### src/hw/rtl/mbcd_pkg.sv
// Shared types and constants for the 4x4 matrix block decoder.
// Holds the key digit table and the cofactor function; no dependencies.
package mbcd_pkg;

    localparam int DIM     = 4;
    localparam int CIP_W   = 14;
    localparam int COF_W   = 14;  // |3x3 minor| <= 4374
    localparam int DET_W   = 19;  // |det| <= 157464
    localparam int PROD_W  = 28;  // 14b unsigned * 14b signed, bounded by 2^27
    localparam int NUM_W   = 30;  // sum of four products
    localparam int DIVN_W  = 30;  // 2|num| + |det|
    localparam int DIVD_W  = 19;  // 2|det|
    localparam int QB      = 17;  // quotient bits kept before clamping
    localparam int OUT_W   = 16;
    localparam int LATENCY = 23;  // start edge to result edge

    typedef logic [3:0]                 t_digit;
    typedef logic [DIM-1:0][DIM-1:0][3:0] t_key;
    typedef logic signed [COF_W-1:0]    t_cof;

    localparam t_digit KEY_TABLE [0:7][0:DIM-1] = '{
        '{4'd8, 4'd1, 4'd8, 4'd9}, '{4'd5, 4'd5, 4'd0, 4'd9},
        '{4'd6, 4'd3, 4'd3, 4'd1}, '{4'd5, 4'd4, 4'd5, 4'd4},
        '{4'd8, 4'd0, 4'd4, 4'd3}, '{4'd8, 4'd9, 4'd9, 4'd0},
        '{4'd1, 4'd9, 4'd7, 4'd2}, '{4'd0, 4'd7, 4'd3, 4'd4}
    };

    // Signed cofactor of entry (rr, cc): small digits, so plain products
    function automatic t_cof cofactor(input t_key k, input int unsigned rr,
                                      input int unsigned cc);
        logic signed [5:0]  s [0:2][0:2];
        logic signed [16:0] m;
        int unsigned        sr;
        int unsigned        sc;
        sr = 0;
        for (int unsigned r = 0; r < DIM; r++) begin
            if (r != rr) begin
                sc = 0;
                for (int unsigned c = 0; c < DIM; c++) begin
                    if (c != cc) begin
                        s[sr[1:0]][sc[1:0]] = signed'({2'b00, k[r][c]});
                        sc++;
                    end
                end
                sr++;
            end
        end
        m = s[0][0] * (s[1][1] * s[2][2] - s[2][1] * s[1][2])
          - s[0][1] * (s[1][0] * s[2][2] - s[2][0] * s[1][2])
          + s[0][2] * (s[1][0] * s[2][1] - s[2][0] * s[1][1]);
        if (((rr + cc) & 1) != 0) begin
            m = -m;
        end
        return m[COF_W-1:0];
    endfunction

endpackage

### src/hw/rtl/mbcd_div.sv
// One divider lane: pipelined restoring division, one quotient bit per stage,
// then sign, clamp and singular zeroing. Depends on mbcd_pkg.
module mbcd_div import mbcd_pkg::*; (
    input  logic                     i_clk,
    input  logic                     i_rst_n,
    input  logic                     i_valid,
    input  logic [DIVN_W-1:0]        i_divn,
    input  logic [DIVD_W-1:0]        i_divd,
    input  logic                     i_neg,
    input  logic                     i_singular,
    output logic                     o_valid,
    output logic signed [OUT_W-1:0]  o_plain,
    output logic                     o_singular
);

    localparam int WIDE = DIVD_W + QB;

    logic                 r_v    [0:QB];
    logic [DIVN_W-1:0]    r_rem  [0:QB];
    logic [DIVD_W-1:0]    r_d    [0:QB];
    logic [QB-1:0]        r_q    [0:QB];
    logic                 r_ovf  [0:QB];
    logic                 r_neg  [0:QB];
    logic                 r_sing [0:QB];
    logic                 r_vo;
    logic signed [OUT_W-1:0] r_plain;
    logic                 r_so;

    // entry stage: overflow when quotient needs more than QB bits;
    // stage i resolves quotient bit QB-1-i
    always_ff @(posedge i_clk) begin
        logic [WIDE-1:0] sh;
        logic [WIDE-1:0] rem;
        r_rem[0]  <= i_divn;
        r_d[0]    <= i_divd;
        r_q[0]    <= '0;
        r_ovf[0]  <= WIDE'(i_divn) >= {i_divd, {QB{1'b0}}};
        r_neg[0]  <= i_neg;
        r_sing[0] <= i_singular;
        for (int i = 0; i < QB; i++) begin
            sh  = WIDE'(r_d[i]) << (QB - 1 - i);
            rem = WIDE'(r_rem[i]);
            if (rem >= sh) begin
                r_rem[i+1] <= DIVN_W'(rem - sh);
                r_q[i+1]   <= r_q[i] | (QB'(1) << (QB - 1 - i));
            end else begin
                r_rem[i+1] <= r_rem[i];
                r_q[i+1]   <= r_q[i];
            end
            r_d[i+1]    <= r_d[i];
            r_ovf[i+1]  <= r_ovf[i];
            r_neg[i+1]  <= r_neg[i];
            r_sing[i+1] <= r_sing[i];
        end
    end

    // output stage: singular zeroing, sign and clamp to 16 bits
    always_ff @(posedge i_clk) begin
        logic big_pos;
        logic big_neg;
        big_pos = r_ovf[QB] || (r_q[QB] > QB'(32767));
        big_neg = r_ovf[QB] || (r_q[QB] > QB'(32768));
        if (r_sing[QB]) begin
            r_plain <= '0;
        end else if (r_neg[QB]) begin
            r_plain <= big_neg ? OUT_W'(16'sh8000) : OUT_W'(-r_q[QB]);
        end else begin
            r_plain <= big_pos ? OUT_W'(16'sh7FFF) : OUT_W'(r_q[QB]);
        end
        r_so <= r_sing[QB] && r_v[QB];
    end

    // valid bits
    always_ff @(posedge i_clk) begin
        if (!i_rst_n) begin
            for (int i = 0; i <= QB; i++) begin
                r_v[i] <= 1'b0;
            end
            r_vo <= 1'b0;
        end else begin
            r_v[0] <= i_valid;
            for (int i = 0; i < QB; i++) begin
                r_v[i+1] <= r_v[i];
            end
            r_vo <= r_v[QB];
        end
    end

    assign o_valid    = r_vo;
    assign o_plain    = r_plain;
    assign o_singular = r_so;

endmodule

### config.mk
export PLATFORM = sky130hd
export DESIGN_NAME = mbcd_div
export DESIGN_NICKNAME = d
export VERILOG_FILES = /design/src/hw/rtl/mbcd_pkg.sv /design/src/hw/rtl/mbcd_div.sv
export SDC_FILE = /design/constraint.sdc
export NUM_CORES = 2
export LEC_CHECK = 0
export BUFFER_PORTS_ARGS = -buffer_cell sky130_fd_sc_hd__buf_2
export CAP_MARGIN = 20
export CELL_PAD_IN_SITES_DETAIL_PLACEMENT = 1
export CELL_PAD_IN_SITES_GLOBAL_PLACEMENT = 2
export CORE_ASPECT_RATIO = 0.5
export CORE_MARGIN = 1.5
export CORE_UTILIZATION = 43
export CTS_BUF_LIST = sky130_fd_sc_hd__clkbuf_2 sky130_fd_sc_hd__clkbuf_4 sky130_fd_sc_hd__clkbuf_8
export DETAILED_ROUTE_END_ITERATION = 8
export HOLD_SLACK_MARGIN = 0.1
export PLACE_DENSITY = 0.9
export SLEW_MARGIN = 25
export SYNTH_ARGS = -nofsm -noshare
export SYNTH_HDL_FRONTEND = slang
export SYNTH_SLANG_ARGS = --single-unit
### constraint.sdc
create_clock -name i_clk -period 3.28 [get_ports i_clk]
set_input_delay 0.328 -clock i_clk [delete_from_list [all_inputs] [get_ports i_clk]]
set_output_delay 0.328 -clock i_clk [all_outputs]
set_load 0.03 [all_outputs]
# --- After elaboration in Yosys (flattened, before gate mapping) ---
# Memory sizes are Yosys's and may differ from the RTL's.
# Index checks and enable logic that the tools add are counted.
totals:
  register_bits: 18
  mem_bits_rw: 1260
  inputBits: 54
  output_inout_bits: 18
  elab_cells: 211
  mem_count: 7
op_classes:
  addsub: 18
  order_cmp: 20
  n_mux: 108
  n_bitwise: 52
  n_reduce_logical: 3
memory_table:
  columns: ["memory", "words", "width", "rd", "rd_clocked_by_memory_dff", "wr", "line_no", "text"]
  rows:
  - ["r_rem", 18, 30, 17, 0, 18, "mbcd_div.sv:19", "logic [DIVN_W-1:0] r_rem [0:QB];"]
  - ["r_d", 18, 19, 17, 0, 18, "mbcd_div.sv:20", "logic [DIVD_W-1:0] r_d [0:QB];"]
  - ["r_q", 18, 17, 18, 0, 18, "mbcd_div.sv:21", "logic [QB-1:0] r_q [0:QB];"]
  - ["r_neg", 18, 1, 18, 0, 18, "mbcd_div.sv:23", "logic r_neg [0:QB];"]
  - ["r_ovf", 18, 1, 18, 0, 18, "mbcd_div.sv:22", "logic r_ovf [0:QB];"]
  - ["r_sing", 18, 1, 18, 0, 18, "mbcd_div.sv:24", "logic r_sing [0:QB];"]
  - ["1 more memories", null, null, null, null, null, null, null]
op_table:
  columns: ["cell", "n"]
  rows:
  - ["30-bit two-way mux", 17]
  - ["17-bit two-way mux", 17]
  - ["30-bit subtractor", 6]
  - ["1-bit two-way mux", 71]
  - ["1-bit bitwise OR", 52]
  - ["16-bit two-way mux", 3]
  - ["30-bit by 36-bit greater-or-equal comparator with 1-bit output", 1]
  - ["30-bit by 35-bit greater-or-equal comparator with 1-bit output", 1]
  - ["30-bit by 34-bit greater-or-equal comparator with 1-bit output", 1]
  - ["30-bit by 33-bit greater-or-equal comparator with 1-bit output", 1]
  - ["30-bit by 32-bit greater-or-equal comparator with 1-bit output", 1]
  - ["30-bit by 31-bit greater-or-equal comparator with 1-bit output", 1]
  - ["30-bit by 19-bit greater-or-equal comparator with 1-bit output", 1]
  - ["30-bit by 20-bit greater-or-equal comparator with 1-bit output", 1]
  - ["30-bit by 21-bit greater-or-equal comparator with 1-bit output", 1]
  - ["30-bit by 22-bit greater-or-equal comparator with 1-bit output", 1]
  - ["30-bit by 23-bit greater-or-equal comparator with 1-bit output", 1]
  - ["30-bit by 24-bit greater-or-equal comparator with 1-bit output", 1]
  - ["30-bit by 25-bit greater-or-equal comparator with 1-bit output", 1]
  - ["30-bit by 26-bit greater-or-equal comparator with 1-bit output", 1]
  - ["30-bit by 27-bit greater-or-equal comparator with 1-bit output", 1]
  - ["30-bit by 28-bit greater-or-equal comparator with 1-bit output", 1]
  - ["30-bit by 29-bit greater-or-equal comparator with 1-bit output", 1]
  - ["30-bit greater-or-equal comparator", 1]
  - ["other kinds (16)", 17]

# --- Depth between registers and ports, before layout ---
depth:
  ltp_word: 4
  depth_mapped: 13
  mapped_depth_nobuf: 12

# --- Worst setup path after synthesis ---
# OpenSTA, ideal clock, no wires.
synth_timing:
  path_type: "reg2reg"
  startpoint: "memory r_rem[6][10] (netlist: r_rem[3][10])"
  endpoint: "memory r_rem[7][11] (netlist: r_rem[3][41])"
  setup_time_ps: 121
  t_arrival_ps: 2745
  slack_ps: 415
  path_stages_with_launch: 13
  n_path_buf: 1
  synth_period_minus_slack_ps: 2865
  path_cell_list: "dfxtp_1 inv_1 ha_1 inv_1 fa_1 a211o_1 a21oi_1 o31ai_1 or3_1 a311oi_1 o41ai_1 clkbuf_1 mux2_2"
synth_lines:
  columns: ["item", "line_no"]
  rows:
  - ["from (decl)", "mbcd_div.sv:19"]

==> summary.txt <==
Critical path
  – Crit path top cell by count: inv_1
  – CP top delay family: compound AO/OA/AOI/OAI gates
  – FF-to-FF End: r_rem[3][45]$_DFF_P_
  – Worst EP arrival: 3860 ps
  – R2R setup slack: 160 ps
  – Kind of critical path: register to register
  – CP Launch Point: r_rem[3][10]$_DFF_P_
  – Worst endpoint required time: 4020 ps
  – Critical Path Sink Type: register
  – CP max FO: 20
  – Crit path buf inv count: 3
  – Setup crit start kind: register
  – R2R Path Start: r_rem[3][10]$_DFF_P_
  – Crit path largest cell delay: 430 ps
  – Sequence of cells on the critical path: inv_1, ha_1, inv_1, fa_1, a211o_1, a21oi_2, o31ai_1, or3_1, a311oi_2, o41ai_2, buf_12, mux2_2
  – FF-to-FF path depth: 12
  – Critical path's slowest cell: or3_1

Power and ir drop
  – Logic pwr share: 36.6%
  – Worst VDD drop: 0.326 mV
  – Clock power share: 24.8%
  – Psw: 15.9 mW
  – Total power per unit cell area: 916 nW/um2
  – Sw Ratio: 35.0%
  – Int Power: 29.5 mW
  – Design Power: 45.4 mW
  – Leak pwr: 22.2 nW
  – Sequential share of power: 38.6%

Min path
  – Min-Delay Path Depth: 3
  – Hold Crit Class: input port to register
  – Worst hold path endpoint: r_ovf[0]$_DFF_P_
  – HP Start: i_divd[13]

Yosys
  – Unique masters post-synth: 91
  – Number of synthesized flops with an enable pin: 0
  – Sequential fraction of the synthesis area: 50.2%
  – Ys flop type: dfxtp_1
  – Async SR Flop Fraction: 0%
  – #FFs+latches synth: 1076
  – Post-Syn Instances: 4298
  – Mapped Nets: 4691
  – Cell area after synthesis: 42900 um2
  – Post-synthesis area per instance: 9.99 um2
  – YS warnings: 0

STA
  – Final setup fails: 0
  – Unrepaired setup endpoints after global routing: false
  – Hold Fails Final Rpt: 0
  – Worst slew pin tran: 890 ps
  – Slew HR: 39.1%
  – Fin. max-slew vios: 0
  – Final Cycle Share: 95.2%
  – Tmin final: 3120 ps
  – F_max: 320 MHz
  – Worst Skew: 47.4 ps
  – Hold Slack: 216 ps

Die
  – Die Area: 102000 um2
  – Core Area: 98300 um2
  – I/O pin cnt: 72
  – # rows: 81
  – Die Height: 226 um
  – Die width: 450 um
  – Starting density of the core: 43.7%

Layout
  – Final Util: 50.5%
  – Area grow syn2layout: 15.6%
  – Nets: 5015
  – Fraction of layout cells with a size suffix above 1: 12.2%
  – Finished Layout Cells: 6055

Drt
  – Violation count after the first detailed-route iteration: 1012
  – 1st-pass router iterations: 5
  – Drt total wl: 102000 um
  – Via density: 5.10
  – Vias post-DR: 30900
  – Post-DRT Antenna Nets: 0
  – WL/cell: 16.8 um
  – DRC Markers: 0

Placement
  – Routability cong.: 0.928
  – HPWL Detailed: 77100 um
  – PortBufs: 71
  – Cells after DPL: 5689

Global route
  – Number of global-route vias before repair: 33100
  – Total track usage: 20.0%
  – Pin count of the biggest net entering global routing: 31
  – Grt ovf: 0
  – Initial antenna violation count: 1
  – First-pass GRT wire length: 165000 um

Status
  – Status: finished clean

Clock network
  – TritonCTS Buffers: 154
  – CTS tree: yes
  – CTS max path bufs: 3
  – CTS Sinks: 1076
  – Clock root buffer: clkbuf_8
  – H-tree Lvls: 4
  – Clk_lat worst skew: 890 ps
  – Clock slew at reported path FFs: 60 ps

Run
  – Max_cap viols: 0
==> cell type report <==
cell class | count | area [um2]
diodes | 2 | 5.00
clock buffers | 225 | 2830
clock inverters | 34 | 465
fillers | 10900 | 48700
inverters | 409 | 1540
multi-input cells | 2734 | 19500
flip-flops and latches | 1076 | 21500
well taps | 1328 | 1660
repair buffers | 247 | 2040
==> layer usage <==
| layer | track usage [%] | vias up | routed length [um] | share of wire, % |
|---|---|---|---|---|
| met5 | 0 | - | 0 | 0 |
| met4 | 10.3 | 0 | 4210 | 4.1 |
| met3 | 3.10 | 236 | 2900 | 2.9 |
| met2 | 37.1 | 421 | 50600 | 50 |
| met1 | 22.1 | 14700 | 44000 | 43 |
| li1 | - | 15600 | - | - |
==> kinds of logic after synthesis <==
family	share of synthesized area, %
compound gates	14.4
xor+xnor	5.41
flops	50.2
simple gates	12.2
fa+ha+maj	10.2
buf+inv	4.38
mux	3.27
==> registers in the layout, indices dropped and copies added (netlist names), 16 cells and up <==
register	cells
r_q	153
r_neg	18
r_rem	510
r_sing	18
r_ovf	18
r_d	323
o_plain	16
r_v	18
==> through the flow <==
step	instance area, um2	TNS (ps)	setup slack [ps]
6_report	49600	0	159
5_1_grt	49600	0	2.59
4_1_cts	49600	0	76.1
3_5_place_dp	45200	-0.446	-0.446
3_3_place_gp	45200	0	110
2_1_floorplan	42900	0	415
==> worst register-to-register path, stage by stage, from the launching register on <==
cell,delay [ps]
dfxtp_1,310
inv_1,60
ha_1,170
inv_1,60
fa_1,420
a211o_1,330
a21oi_2,180
o31ai_1,130
or3_1,430
a311oi_2,320
o41ai_2,130
buf_12,180
mux2_2,270
==> power by group through the flow <==
stage / Clock, mW / Combinational, mW / Sequential [mW]
5_1_grt: 12.2 / 18.6 / 17.8
3_5_place_dp: 0 / 16.4 / 17.8
2_1_floorplan: 0 / 12.6 / 17.2
4_1_cts: 11.6 / 16.6 / 17.5
6_report: 11.3 / 16.6 / 17.5
3_3_place_gp: 0 / 15.9 / 17.7
==> cells in the mapped netlist (27+ instances only) <==
| cell | n | area (um2) |
|---|---|---|
| a211oi_1 | 29 | 218 |
| xor2_1 | 109 | 955 |
| dfxtp_1 | 1076 | 21500 |
| o21ai_0 | 248 | 1240 |
| nand2_1 | 252 | 946 |
| and2_1 | 30 | 188 |
| or3_1 | 27 | 169 |
| nor2_1 | 250 | 938 |
| o21a_1 | 59 | 443 |
| mux2_2 | 108 | 1220 |
| a31oi_1 | 31 | 194 |
| nand4_1 | 56 | 350 |
| inv_1 | 409 | 1540 |
| a21o_1 | 113 | 848 |
| clkbuf_1 | 62 | 233 |
| nand3_1 | 65 | 325 |
| nor4_1 | 45 | 282 |
| nor2b_1 | 52 | 325 |
| a21oi_1 | 277 | 1390 |
| nand2b_1 | 35 | 219 |
| ha_1 | 323 | 4040 |
| xnor2_1 | 156 | 1370 |
| o21bai_1 | 28 | 210 |
| nor3_1 | 71 | 355 |
| o31ai_1 | 29 | 218 |
==> worst max path at each step <==
stage                            to  slack (ps)  depth (start not counted)
2_1_floorplan  r_rem[3][41]$_DFF_P_         410                         12
3_3_place_gp   r_rem[3][49]$_DFF_P_         110                         14
3_5_place_dp   r_rem[3][42]$_DFF_P_        -0.4                         14
4_1_cts        r_rem[5][50]$_DFF_P_          80                         12
5_1_grt        r_rem[3][40]$_DFF_P_           3                         14
6_report       r_rem[3][45]$_DFF_P_         160                         12
==> placed cells by master (no fill, tap or decap), types with 105 or more instances in the layout <==
master / n
a21o_1: 113
a21oi_1: 274
clkbuf_8: 182
dfxtp_1: 1076
dlygate4sd3_1: 105
ha_1: 323
inv_1: 409
mux2_2: 108
nand2_1: 252
nor2_1: 250
o21ai_0: 246
xnor2_1: 156
xor2_1: 109
==> timing repair <==
action | in CTS | in global routing
setup endpoints to repair | 4 | 18
hold buffers | 105 | 0
buffers inserted | 0 | 0
hold endpoints to repair | 71 | 0
resized for setup | 1 | 3
Power figures use the tool's default switching activity.
